[config.mk]
export PLATFORM = sky130hd
export DESIGN_NAME = stop_and_wait_arq_sender
export DESIGN_NICKNAME = d
export VERILOG_FILES = /design/src/rtl/core/sawa_pkg.sv /design/src/rtl/core/sawa_cmdq.sv /design/src/rtl/core/sawa_front.sv /design/src/rtl/core/sawa_back.sv /design/src/rtl/core/stop_and_wait_arq_sender.sv
export SDC_FILE = /design/constraint.sdc
export NUM_CORES = 1
export LEC_CHECK = 0
export BUFFER_PORTS_ARGS = -buffer_cell sky130_fd_sc_hd__buf_2
export CORE_UTILIZATION = 45
export CTS_CLUSTER_DIAMETER = 30
export DETAILED_ROUTE_END_ITERATION = 6
export PLACE_DENSITY_LB_ADDON = 0.2
export SLEW_MARGIN = 0
export SYNTH_ARGS = -nofsm -noshare
export SYNTH_HDL_FRONTEND = slang
export SYNTH_SLANG_ARGS = --single-unit
[constraint.sdc]
create_clock -name clock -period 10.4 [get_ports clock]
set_clock_uncertainty 0.05 [all_clocks]
set_input_delay 1.04 -clock clock [delete_from_list [all_inputs] [get_ports clock]]
set_output_delay 1.04 -clock clock [all_outputs]
set_load 0.05 [all_outputs]
[src/rtl/core/sawa_pkg.sv]
`default_nettype none
package sawa_pkg;

   // frame layout
   localparam int FRAME_BYTES_DEF = 64;
   localparam int HDR_BYTES       = 6;
   localparam int FLAG_IDX        = 4;
   localparam int SEQ_IDX         = 5;
   localparam int PL_ADDR_W       = 10;   // enough for the largest payload area
   localparam int CMDQ_DEPTH_DEF  = 4;

   // crc-32, reflected form
   localparam logic [31:0] CRC_POLY = 32'hEDB8_8320;
   localparam logic [31:0] CRC_INIT = 32'hFFFF_FFFF;

   // control registers
   localparam int          CSR_IDX_W     = 1;
   localparam int          CSR_DATA_W    = 32;
   localparam logic        CSR_TIMEOUT   = 1'b0;
   localparam logic        CSR_ACK       = 1'b1;
   localparam logic [31:0] TIMEOUT_RESET = 32'd10000;
   localparam logic [7:0]  ACK_RESET     = 8'h7F;

   // input operations
   localparam logic [1:0] OP_PAYLOAD = 2'd0;
   localparam logic [1:0] OP_TICK    = 2'd1;
   localparam logic [1:0] OP_ACK     = 2'd2;
   localparam logic [1:0] OP_END     = 2'd3;

   typedef struct packed {
      logic [1:0] op;
      logic [7:0] data;
   } req_type;

   typedef struct packed {
      logic [7:0] frame_byte;
      logic       last;
      logic       is_retransmit;
      logic       is_end_frame;
      logic       rejected;
   } rsp_type;

   typedef enum logic [1:0] {
      PH_FILLING,
      PH_WAITING,
      PH_DONE
   } phase_type;

   typedef enum logic [1:0] {
      CMD_WRITE,
      CMD_WRITE_FRAME,
      CMD_FRAME,
      CMD_REJECT
   } cmd_kind_type;

   typedef struct packed {
      cmd_kind_type         kind;
      logic [PL_ADDR_W-1:0] addr;
      logic [7:0]           data;
      logic                 retx;
      logic                 seal;
      logic                 flag;
      logic                 seq;
   } cmd_type;

   typedef enum logic [2:0] {
      BK_IDLE,
      BK_CRC_RD,
      BK_CRC_ACC,
      BK_EMIT_RD,
      BK_EMIT_OUT
   } back_state_type;

   function automatic logic [31:0] crc32_byte(input logic [31:0] crc, input logic [7:0] b);
      logic [31:0] c;
      c = crc ^ {24'd0, b};
      for (int k = 0; k < 8; k++) begin
         c = c[0] ? ((c >> 1) ^ CRC_POLY) : (c >> 1);
      end
      return c;
   endfunction

endpackage
`default_nettype wire

[src/rtl/core/sawa_cmdq.sv]
`default_nettype none
module sawa_cmdq import sawa_pkg::*; #(
   parameter int DEPTH = CMDQ_DEPTH_DEF
) (
   input  wire logic    clock,
   input  wire logic    reset,
   input  wire logic    push,
   input  wire cmd_type push_item,
   output logic         full,
   output logic         valid,
   input  wire logic    pop,
   output cmd_type      head
);

   localparam int PTR_W = (DEPTH > 1) ? $clog2(DEPTH) : 1;
   localparam int CNT_W = $clog2(DEPTH + 1);

   cmd_type            slots_ff [DEPTH];
   logic [PTR_W-1:0]   wr_ptr_ff, wr_ptr_in;
   logic [PTR_W-1:0]   rd_ptr_ff, rd_ptr_in;
   logic [CNT_W-1:0]   count_ff, count_in;
   logic               do_push, do_pop;

   assign full    = (count_ff == CNT_W'(DEPTH));
   assign valid   = (count_ff != '0);
   assign head    = slots_ff[rd_ptr_ff];
   assign do_push = push & ~full;
   assign do_pop  = pop & valid;

   always_comb begin
      wr_ptr_in = wr_ptr_ff;
      rd_ptr_in = rd_ptr_ff;
      count_in  = count_ff;
      if (do_push) begin
         wr_ptr_in = (wr_ptr_ff == PTR_W'(DEPTH - 1)) ? '0 : wr_ptr_ff + 1'b1;
      end
      if (do_pop) begin
         rd_ptr_in = (rd_ptr_ff == PTR_W'(DEPTH - 1)) ? '0 : rd_ptr_ff + 1'b1;
      end
      if (do_push && !do_pop) begin
         count_in = count_ff + 1'b1;
      end else if (do_pop && !do_push) begin
         count_in = count_ff - 1'b1;
      end
   end

   always_ff @(posedge clock) begin
      if (reset) begin
         wr_ptr_ff <= '0;
         rd_ptr_ff <= '0;
         count_ff  <= '0;
      end else begin
         wr_ptr_ff <= wr_ptr_in;
         rd_ptr_ff <= rd_ptr_in;
         count_ff  <= count_in;
      end
   end

   always_ff @(posedge clock) begin
      if (do_push) begin
         slots_ff[wr_ptr_ff] <= push_item;
      end
   end

endmodule
`default_nettype wire

[src/rtl/core/sawa_front.sv]
`default_nettype none
module sawa_front import sawa_pkg::*; #(
   parameter int FRAME_BYTES = FRAME_BYTES_DEF
) (
   input  wire logic                  clock,
   input  wire logic                  reset,
   input  wire logic                  push,
   output logic                       full,
   input  wire req_type               req_item,
   input  wire logic                  csr_we,
   input  wire logic [CSR_IDX_W-1:0]  csr_index,
   input  wire logic [CSR_DATA_W-1:0] csr_wdata,
   input  wire logic                  cmdq_full,
   output logic                       cmd_push,
   output cmd_type                    cmd
);

   localparam int PL_DEPTH = FRAME_BYTES - HDR_BYTES;
   localparam int FILL_W   = $clog2(PL_DEPTH + 1);

   phase_type         phase_ff, phase_in;
   logic [FILL_W-1:0] fill_ff, fill_in;
   logic              seq_ff, seq_in;
   logic [31:0]       timer_ff, timer_in;
   logic              end_pending_ff, end_pending_in;
   logic [31:0]       timeout_ff;
   logic [7:0]        ack_ff;

   logic              accept;
   logic [FILL_W-1:0] fill_next;
   logic              frame_full;
   logic [32:0]       timer_inc;
   logic              expired;
   logic              ack_match;

   assign full       = cmdq_full;
   assign accept     = push & ~cmdq_full;
   assign fill_next  = fill_ff + 1'b1;
   assign frame_full = (fill_next == FILL_W'(PL_DEPTH));
   assign timer_inc  = {1'b0, timer_ff} + 33'd1;
   assign expired    = (timer_inc >= {1'b0, timeout_ff});
   assign ack_match  = (req_item.data == ack_ff);

   // next phase
   always_comb begin
      phase_in = phase_ff;
      if (accept) begin
         case (req_item.op)
            OP_PAYLOAD: begin
               if (phase_ff == PH_FILLING && frame_full) begin
                  phase_in = PH_WAITING;
               end
            end
            OP_ACK: begin
               if (phase_ff == PH_WAITING && ack_match) begin
                  phase_in = end_pending_ff ? PH_DONE : PH_FILLING;
               end
            end
            OP_END: begin
               if (phase_ff == PH_FILLING) begin
                  phase_in = PH_WAITING;
               end
            end
            default: ;
         endcase
      end
   end

   // commands to the back end and counters
   always_comb begin
      cmd_push       = 1'b0;
      cmd            = '0;
      cmd.kind       = CMD_REJECT;
      fill_in        = fill_ff;
      seq_in         = seq_ff;
      timer_in       = timer_ff;
      end_pending_in = end_pending_ff;
      if (accept) begin
         case (req_item.op)
            OP_PAYLOAD: begin
               cmd_push = 1'b1;
               if (phase_ff == PH_FILLING) begin
                  cmd.addr = PL_ADDR_W'(fill_ff);
                  cmd.data = req_item.data;
                  if (frame_full) begin
                     cmd.kind = CMD_WRITE_FRAME;
                     cmd.seal = 1'b1;
                     cmd.flag = 1'b1;
                     cmd.seq  = seq_ff;
                     seq_in   = ~seq_ff;
                     fill_in  = '0;
                     timer_in = '0;
                  end else begin
                     cmd.kind = CMD_WRITE;
                     fill_in  = fill_next;
                  end
               end
            end
            OP_TICK: begin
               if (phase_ff == PH_WAITING) begin
                  if (expired) begin
                     cmd_push = 1'b1;
                     cmd.kind = CMD_FRAME;
                     cmd.retx = 1'b1;
                     timer_in = '0;
                  end else begin
                     timer_in = timer_inc[31:0];
                  end
               end
            end
            OP_ACK: begin
               if (phase_ff != PH_WAITING) begin
                  cmd_push = 1'b1;
               end else begin
                  timer_in = '0;
                  if (!ack_match) begin
                     cmd_push = 1'b1;
                     cmd.kind = CMD_FRAME;
                     cmd.retx = 1'b1;
                  end else if (end_pending_ff) begin
                     // end frame keeps the last sequence byte
                     cmd_push       = 1'b1;
                     cmd.kind       = CMD_FRAME;
                     cmd.seal       = 1'b1;
                     cmd.flag       = 1'b0;
                     cmd.seq        = ~seq_ff;
                     end_pending_in = 1'b0;
                  end
               end
            end
            OP_END: begin
               cmd_push = 1'b1;
               if (phase_ff == PH_FILLING) begin
                  cmd.kind       = CMD_FRAME;
                  cmd.seal       = 1'b1;
                  cmd.flag       = 1'b1;
                  cmd.seq        = seq_ff;
                  seq_in         = ~seq_ff;
                  fill_in        = '0;
                  timer_in       = '0;
                  end_pending_in = 1'b1;
               end
            end
            default: ;
         endcase
      end
   end

   always_ff @(posedge clock) begin
      if (reset) begin
         phase_ff       <= PH_FILLING;
         fill_ff        <= '0;
         seq_ff         <= 1'b0;
         timer_ff       <= '0;
         end_pending_ff <= 1'b0;
         timeout_ff     <= TIMEOUT_RESET;
         ack_ff         <= ACK_RESET;
      end else begin
         phase_ff       <= phase_in;
         fill_ff        <= fill_in;
         seq_ff         <= seq_in;
         timer_ff       <= timer_in;
         end_pending_ff <= end_pending_in;
         if (csr_we) begin
            case (csr_index)
               CSR_TIMEOUT: timeout_ff <= csr_wdata;
               CSR_ACK:     ack_ff     <= csr_wdata[7:0];
               default: ;
            endcase
         end
      end
   end

endmodule
`default_nettype wire

[src/rtl/core/sawa_back.sv]
`default_nettype none
module sawa_back import sawa_pkg::*; #(
   parameter int FRAME_BYTES = FRAME_BYTES_DEF
) (
   input  wire logic    clock,
   input  wire logic    reset,
   input  wire logic    cmd_valid,
   input  wire cmd_type cmd,
   output logic         cmd_pop,
   output logic         empty,
   input  wire logic    pop,
   output rsp_type      rsp_item
);

   localparam int PL_DEPTH = FRAME_BYTES - HDR_BYTES;
   localparam int PAW      = $clog2(PL_DEPTH);
   localparam int HWM_W    = $clog2(PL_DEPTH + 1);
   localparam int IDX_W    = $clog2(FRAME_BYTES);

   back_state_type    state_ff, state_in;
   logic [IDX_W-1:0]  idx_ff;
   logic              flag_ff, seq_ff, retx_ff;
   logic [31:0]       crc_ff, crc_acc_ff;
   logic [HWM_W-1:0]  hwm_ff;
   logic [7:0]        mem [PL_DEPTH];
   logic [7:0]        rd_data_ff;
   logic              rd_known_ff;
   logic              out_valid_ff;
   rsp_type           out_item_ff;

   logic              out_free;
   logic              idx_last;
   logic [IDX_W-1:0]  pl_idx;
   logic [PAW-1:0]    rd_addr;
   logic [PAW-1:0]    wr_addr;
   logic [HWM_W-1:0]  wr_addr_ext;
   logic [7:0]        cur_byte;
   logic [31:0]       crc_next;
   logic [31:0]       crc_shift;
   logic              is_write, is_frame, start_frame;
   logic              mem_we, out_load;
   rsp_type           out_item;

   assign empty       = ~out_valid_ff;
   assign rsp_item    = out_item_ff;
   assign out_free    = ~out_valid_ff | pop;
   assign idx_last    = (idx_ff == IDX_W'(FRAME_BYTES - 1));
   assign pl_idx      = idx_ff - IDX_W'(HDR_BYTES);
   assign rd_addr     = PAW'(pl_idx);
   assign wr_addr     = cmd.addr[PAW-1:0];
   assign wr_addr_ext = HWM_W'(wr_addr);
   assign is_write    = (cmd.kind == CMD_WRITE) || (cmd.kind == CMD_WRITE_FRAME);
   assign is_frame    = (cmd.kind == CMD_WRITE_FRAME) || (cmd.kind == CMD_FRAME);
   assign start_frame = (state_ff == BK_IDLE) && cmd_valid && is_frame;
   assign crc_shift   = crc_ff >> {~idx_ff[1:0], 3'b000};
   assign crc_next    = crc32_byte(crc_acc_ff, cur_byte);

   // byte at the current frame position
   always_comb begin
      if (idx_ff < IDX_W'(FLAG_IDX)) begin
         cur_byte = crc_shift[7:0];
      end else if (idx_ff == IDX_W'(FLAG_IDX)) begin
         cur_byte = {7'd0, flag_ff};
      end else if (idx_ff == IDX_W'(SEQ_IDX)) begin
         cur_byte = {7'd0, seq_ff};
      end else begin
         cur_byte = rd_known_ff ? rd_data_ff : 8'd0;
      end
   end

   // next state
   always_comb begin
      state_in = state_ff;
      case (state_ff)
         BK_IDLE: begin
            if (cmd_valid && is_frame) begin
               state_in = cmd.seal ? BK_CRC_RD : BK_EMIT_RD;
            end
         end
         BK_CRC_RD:  state_in = BK_CRC_ACC;
         BK_CRC_ACC: state_in = idx_last ? BK_EMIT_RD : BK_CRC_RD;
         BK_EMIT_RD: state_in = BK_EMIT_OUT;
         BK_EMIT_OUT: begin
            if (out_free) begin
               state_in = idx_last ? BK_IDLE : BK_EMIT_RD;
            end
         end
         default: state_in = BK_IDLE;
      endcase
   end

   // outputs
   always_comb begin
      cmd_pop  = 1'b0;
      mem_we   = 1'b0;
      out_load = 1'b0;
      out_item = '0;
      case (state_ff)
         BK_IDLE: begin
            if (cmd_valid) begin
               if (cmd.kind == CMD_REJECT) begin
                  out_item.last     = 1'b1;
                  out_item.rejected = 1'b1;
                  out_load          = out_free;
                  cmd_pop           = out_free;
               end else begin
                  mem_we  = is_write;
                  cmd_pop = 1'b1;
               end
            end
         end
         BK_EMIT_OUT: begin
            out_item.frame_byte    = cur_byte;
            out_item.last          = idx_last;
            out_item.is_retransmit = retx_ff;
            out_item.is_end_frame  = ~flag_ff;
            out_load               = out_free;
         end
         default: ;
      endcase
   end

   always_ff @(posedge clock) begin
      if (reset) begin
         state_ff     <= BK_IDLE;
         flag_ff      <= 1'b0;
         seq_ff       <= 1'b0;
         crc_ff       <= '0;
         hwm_ff       <= '0;
         out_valid_ff <= 1'b0;
      end else begin
         state_ff <= state_in;
         if (start_frame && cmd.seal) begin
            flag_ff <= cmd.flag;
            seq_ff  <= cmd.seq;
         end
         if (state_ff == BK_CRC_ACC && idx_last) begin
            crc_ff <= ~crc_next;
         end
         if (mem_we && wr_addr_ext >= hwm_ff) begin
            hwm_ff <= wr_addr_ext + 1'b1;
         end
         if (out_load) begin
            out_valid_ff <= 1'b1;
         end else if (pop) begin
            out_valid_ff <= 1'b0;
         end
      end
   end

   // position counter and crc accumulator
   always_ff @(posedge clock) begin
      if (start_frame) begin
         idx_ff     <= cmd.seal ? IDX_W'(FLAG_IDX) : '0;
         retx_ff    <= cmd.retx;
         crc_acc_ff <= CRC_INIT;
      end else if (state_ff == BK_CRC_ACC) begin
         crc_acc_ff <= crc_next;
         idx_ff     <= idx_last ? '0 : idx_ff + 1'b1;
      end else if (state_ff == BK_EMIT_OUT && out_free) begin
         idx_ff <= idx_last ? '0 : idx_ff + 1'b1;
      end
      if (out_load) begin
         out_item_ff <= out_item;
      end
   end

   // payload store, one write and one registered read
   always_ff @(posedge clock) begin
      if (mem_we) begin
         mem[wr_addr] <= cmd.data;
      end
      rd_data_ff  <= mem[rd_addr];
      rd_known_ff <= (HWM_W'(rd_addr) < hwm_ff);
   end

endmodule
`default_nettype wire

[src/rtl/core/stop_and_wait_arq_sender.sv]
`default_nettype none
// stop-and-wait arq sender with crc-32 framing. payload bytes (op 0) fill a frame
// of FRAME_BYTES bytes: 4-byte big-endian crc-32 over the rest, a flag byte (1 data,
// 0 end), an alternating sequence byte and the payload. a full payload or end of
// data (op 3) sends the frame, FRAME_BYTES result transfers with last on the final
// byte, and the sender waits: ticks (op 1) count toward timeout_ticks and resend,
// an ack byte (op 2) equal to ack_value releases the next frame, any other ack
// resends at once. after the last data frame is acknowledged an end frame follows
// and the sender is done. an input that does not fit the current phase gives a
// single result with rejected and last set; such a tick is ignored. the front
// end takes one input per cycle, while the queue is not full, into a 4-deep
// command queue; the back end stores each payload byte as it takes the command,
// and walks the frame through its payload memory: a fresh frame gets a crc pass
// from the flag byte on, then the output pass, a resend only the latter. the
// input reports full only while the command queue is full. control registers are
// written through csr_we / csr_index / csr_wdata: index 0 timeout_ticks, index 1
// ack_value, and should only change while the sender is quiet.
module stop_and_wait_arq_sender import sawa_pkg::*; #(
   parameter int FRAME_BYTES = FRAME_BYTES_DEF,
   parameter int CMDQ_DEPTH  = CMDQ_DEPTH_DEF
) (
   input  wire logic                  clock,
   input  wire logic                  reset,
   // input transfers
   input  wire logic                  push,
   output logic                       full,
   input  wire req_type               req_item,
   // result transfers
   output logic                       empty,
   input  wire logic                  pop,
   output rsp_type                    rsp_item,
   // control registers
   input  wire logic                  csr_we,
   input  wire logic [CSR_IDX_W-1:0]  csr_index,
   input  wire logic [CSR_DATA_W-1:0] csr_wdata
);

   cmd_type fe_cmd;
   logic    fe_cmd_push;
   logic    q_full;
   logic    q_valid;
   logic    q_pop;
   cmd_type q_head;

   // phase tracking, counters and control registers
   sawa_front #(
      .FRAME_BYTES(FRAME_BYTES)
   ) u_front (
      .clock     (clock),
      .reset     (reset),
      .push      (push),
      .full      (full),
      .req_item  (req_item),
      .csr_we    (csr_we),
      .csr_index (csr_index),
      .csr_wdata (csr_wdata),
      .cmdq_full (q_full),
      .cmd_push  (fe_cmd_push),
      .cmd       (fe_cmd)
   );

   // decouples input acceptance from frame output
   sawa_cmdq #(
      .DEPTH(CMDQ_DEPTH)
   ) u_cmdq (
      .clock     (clock),
      .reset     (reset),
      .push      (fe_cmd_push),
      .push_item (fe_cmd),
      .full      (q_full),
      .valid     (q_valid),
      .pop       (q_pop),
      .head      (q_head)
   );

   // payload store, crc sealing and byte output
   sawa_back #(
      .FRAME_BYTES(FRAME_BYTES)
   ) u_back (
      .clock     (clock),
      .reset     (reset),
      .cmd_valid (q_valid),
      .cmd       (q_head),
      .cmd_pop   (q_pop),
      .empty     (empty),
      .pop       (pop),
      .rsp_item  (rsp_item)
   );

endmodule
`default_nettype wire
==> flow_summary.yaml <==
placement:
  pre_cts_ws_ps: 5580
  dpl_cell_area_um2: 32800
  port_buffers: 61
  post-place-cells: 2998
  dp_hpwl_um: 42100
  gp_congestion: 0.823
timing:
  hold_viol: 0
  slew_headroom: 0.156
  setup_tns_ps: 0
  setup_ws_ps: 5510
  max_freq_mhz: 204
  min_period_ps: 4890
  whs_ps: 398
  worstMarginPinSlew_ps: 1270
  fin_crit_sh: 0.470
  finalSetupViolCount: 0
  rsz0062_at_grt: "no"
  drv_slew: 0
finish:
  instances_no_fill: 3260
  num_antenna_cells: 0
  postLayoutCellArea_um2: 37600
  syn_to_final_growth_pct: 18.9
  drive_gt1_frac: 0.222
  nNetsFinal: 2326
die:
  fp.dieH_um: 267
  dieWidth_um: 267
  design.die.area_um2: 71400
  num_rows: 96
  coreArea_um2: 69100
  ios: 62
  initial_utilization: 0.458
critical_path:
  crit_path_top_delay_cell: "dfxtp_1"
  cp.required_ps: 10970
  cp_max_fo: 8
  crit_type: "flip-flop to flip-flop"
  crit_path_cell_trace: "and4_1 -> and4_1 -> nand2_1 -> nor3_1 -> and3_1 -> xor2_1 -> ha_1 -> a21o_1 -> a21o_1 -> a21oi_1 -> nand4_1 -> a221oi_1 -> o211a_1 -> nor2_1 -> ha_1 -> inv_1 -> fa_1 -> xor2_1 -> or3_1 -> a21oi_1"
  critPathCaptureType: "flip-flop"
  ff2ff_path_depth: 20
  crit_arrival_ps: 5460
  startpoint_type: "flip-flop"
  cpPeakStageDelay_ps: 450
routing:
  drtIter0Drc: 1191
  ant_nets: 0
  post_drt_wl_per_cell_um: 21.1
  vias: 18000
  drtPass1Iterations: 5
  drt_drc_violations_left: 0
  vias_per_cell: 5.53
  routed_wl_um: 68900
global_routing:
  grt_pass1_vias: 18400
  grt_usage: 0.199
  grt_pass1_wl_um: 107000
  grt_max_degree: 116
  antenna_found_initial: 1
  gr-total-overflow: 0
logic_synthesis:
  synth_edf_count: 563
  ys_seq_elements: 739
  ys.flop_type: "edfxtp_1"
  yosysSeqAreaShare: 0.645
  ys_types: 74
  async_flop_share: 0
  syn_area_um2: 31700
  yosys_warnings: 0
  synth_cells: 2106
  syn_nets: 2219
  syn_avg_cell_area_um2: 15.0
clock_tree:
  cts_resized: 0
  cts_sinks: 739
  cts.clk_slew.worst_paths_ps: 40
  htree_levels: 4
  cts_buffers: 144
  clockBufferDepth: 3
  cts_tree: "yes"
  postCtsSetupBuffers: 0
  clk_latency_ps: 710
  root_buffer: "clkbuf_16"
  hold_buffers: 0
power:
  power_frac_comb: 0.334
  ir_drop_mv: 0.221
  pwr_density_cell_nw_per_um2: 331
  power.leakage_nw: 13.0
  p_sw_frac: 0.326
  clkPwrFrac: 0.363
  p_int_mw: 8.38
  p_seq_frac: 0.304
  p_sw_mw: 4.06
hold_path:
  hold_class: "flip-flop to flip-flop"
  hold_depth: 2
outcome:
  outcome: "complete, no violations"
job:
  max_cap_viol_count: 0
-- cell usage in the layout, fill, tap and decap left out, drive strengths merged, types with 15 or more instances in the layout --
master    instances
clkinvlp         17
nand2           191
mux2i            15
o211ai           16
a21oi           114
a211oi           20
clkbuf          167
inv              72
clkinv           49
mux4            172
nand4            18
bufinv           15
nor3             22
a211o            15
xor2             28
nor2            149
and3             30
ha               64
a21o             23
xnor2            89
o21ai            23
and2             24
edfxtp          563
nand3            50
buf              79
dfxtp           176
nor2b            22
-- power by group through the flow --
stage | combinational (mW) | clock (mW) | sequential (mW)
after floorplan | 3.05 | 0 | 3.81
final | 4.15 | 4.51 | 3.78
after global routing | 4.47 | 4.72 | 3.79
after CTS | 4.22 | 4.58 | 3.78
after global placement | 4.16 | 0 | 3.82
after detailed placement | 4.21 | 0 | 3.83
-- worst max-delay path, delay by kind of cell (launching register included) --
family	cells	cell delay [ps]
flops	1	450
fa+ha+maj	3	640
simple gates	8	2080
buf+inv	1	80
compound gates	6	1260
xor+xnor	2	250
-- metal layers --
metal,global-route usage,up-vias,routed length (um)
met5,0,-,0
met3,0.0486,124,3860
li1,-,8287,-
met4,0.0749,0,1780
met1,0.264,9115,29900
met2,0.316,497,33300
-- cells by family after synthesis --
kind of cell | share of synthesized area
muxes | 0.127
buffers and inverters | 0.0223
xor gates and xnor gates | 0.0427
adders and majority gates | 0.0259
and+or+nand+nor | 0.0816
DFF | 0.645
AOI/OAI and AO/OA | 0.0551
-- metrics by stage --
step | utilization | power [mW]
2_1_floorplan | - | 6.86
3_3_place_gp | 0.475 | 7.98
3_5_place_dp | 0.475 | 8.03
4_1_cts | 0.545 | 12.6
5_1_grt | 0.545 | 13.0
6_report | 0.545 | 12.4
-- area by class of cell --
cell class | count | area, um2
Timing Repair Buffer | 79 | 455
Clock buffer | 167 | 3780
Fill cell | 5473 | 31400
Clock inverter | 95 | 1020
Tap cell | 931 | 1160
Multi-Input combinational cell | 1191 | 10600
Inverter | 58 | 218
Sequential cell | 739 | 20400
-- cells in the mapped netlist (all sizes together) (2+ instances only) --
cell / number / area (um2)
nor3: 22 / 121
a21o: 23 / 173
and4: 5 / 43.8
or4: 5 / 37.5
a22o: 2 / 18.8
nor4: 4 / 40.0
buf: 30 / 158
inv: 58 / 218
or3: 6 / 37.5
and3: 30 / 188
dfxtp: 176 / 3520
nand3b: 3 / 22.5
ha: 64 / 801
and2: 24 / 150
o21a: 7 / 52.6
nor3b: 4 / 30.0
a21oi: 114 / 571
nor4b: 2 / 17.5
nand2b: 10 / 62.6
o211ai: 16 / 120
o31a: 2 / 17.5
a22oi: 9 / 97.6
nor2b: 22 / 138
a211oi: 20 / 150
o21ai: 23 / 115
a31oi: 10 / 62.6
xnor3: 5 / 113
clkbuf: 88 / 330
nor2: 149 / 559
a311oi: 5 / 43.8
nand4: 18 / 113
o21bai: 2 / 15.0
o211a: 2 / 20.0
nand2: 191 / 717
mux2i: 15 / 150
mux4: 172 / 3870
edfxtp: 563 / 16900
nand4b: 3 / 26.3
a41oi: 2 / 17.5
nand3: 50 / 250
a211o: 15 / 131
xnor2: 89 / 967
xor2: 28 / 272
-- state kept, by name, summed over array words and instances (netlist names), 2 cells and up, named ones only --
register,count
u_back.crc_ff,32
u_front.ack_ff,8
u_front.timer_ff,32
u_back.rsp_item,12
u_cmdq.rd_ptr_ff,2
u_back.idx_ff,6
u_front.fill_ff,6
u_cmdq.slots_ff,80
u_back.crc_acc_ff,32
u_cmdq.count_ff,3
u_back.state_ff,3
u_back.rd_data_ff,8
u_front.phase_ff,2
u_cmdq.wr_ptr_ff,2
u_back.hwm_ff,6
u_back.mem,464
u_front.timeout_ff,32
-- worst paths after layout --
check                            end                start  slack (ps)
setup / recovery  u_cmdq.count_ff[2]  u_front.timer_ff[2]        5510
hold / removal     u_back.crc_ff[14]    u_back.crc_ff[14]         400
setup reg to reg  u_cmdq.count_ff[2]  u_front.timer_ff[2]        5510
hold reg to reg    u_back.crc_ff[14]    u_back.crc_ff[14]         400
Power figures use the tool's default switching activity.
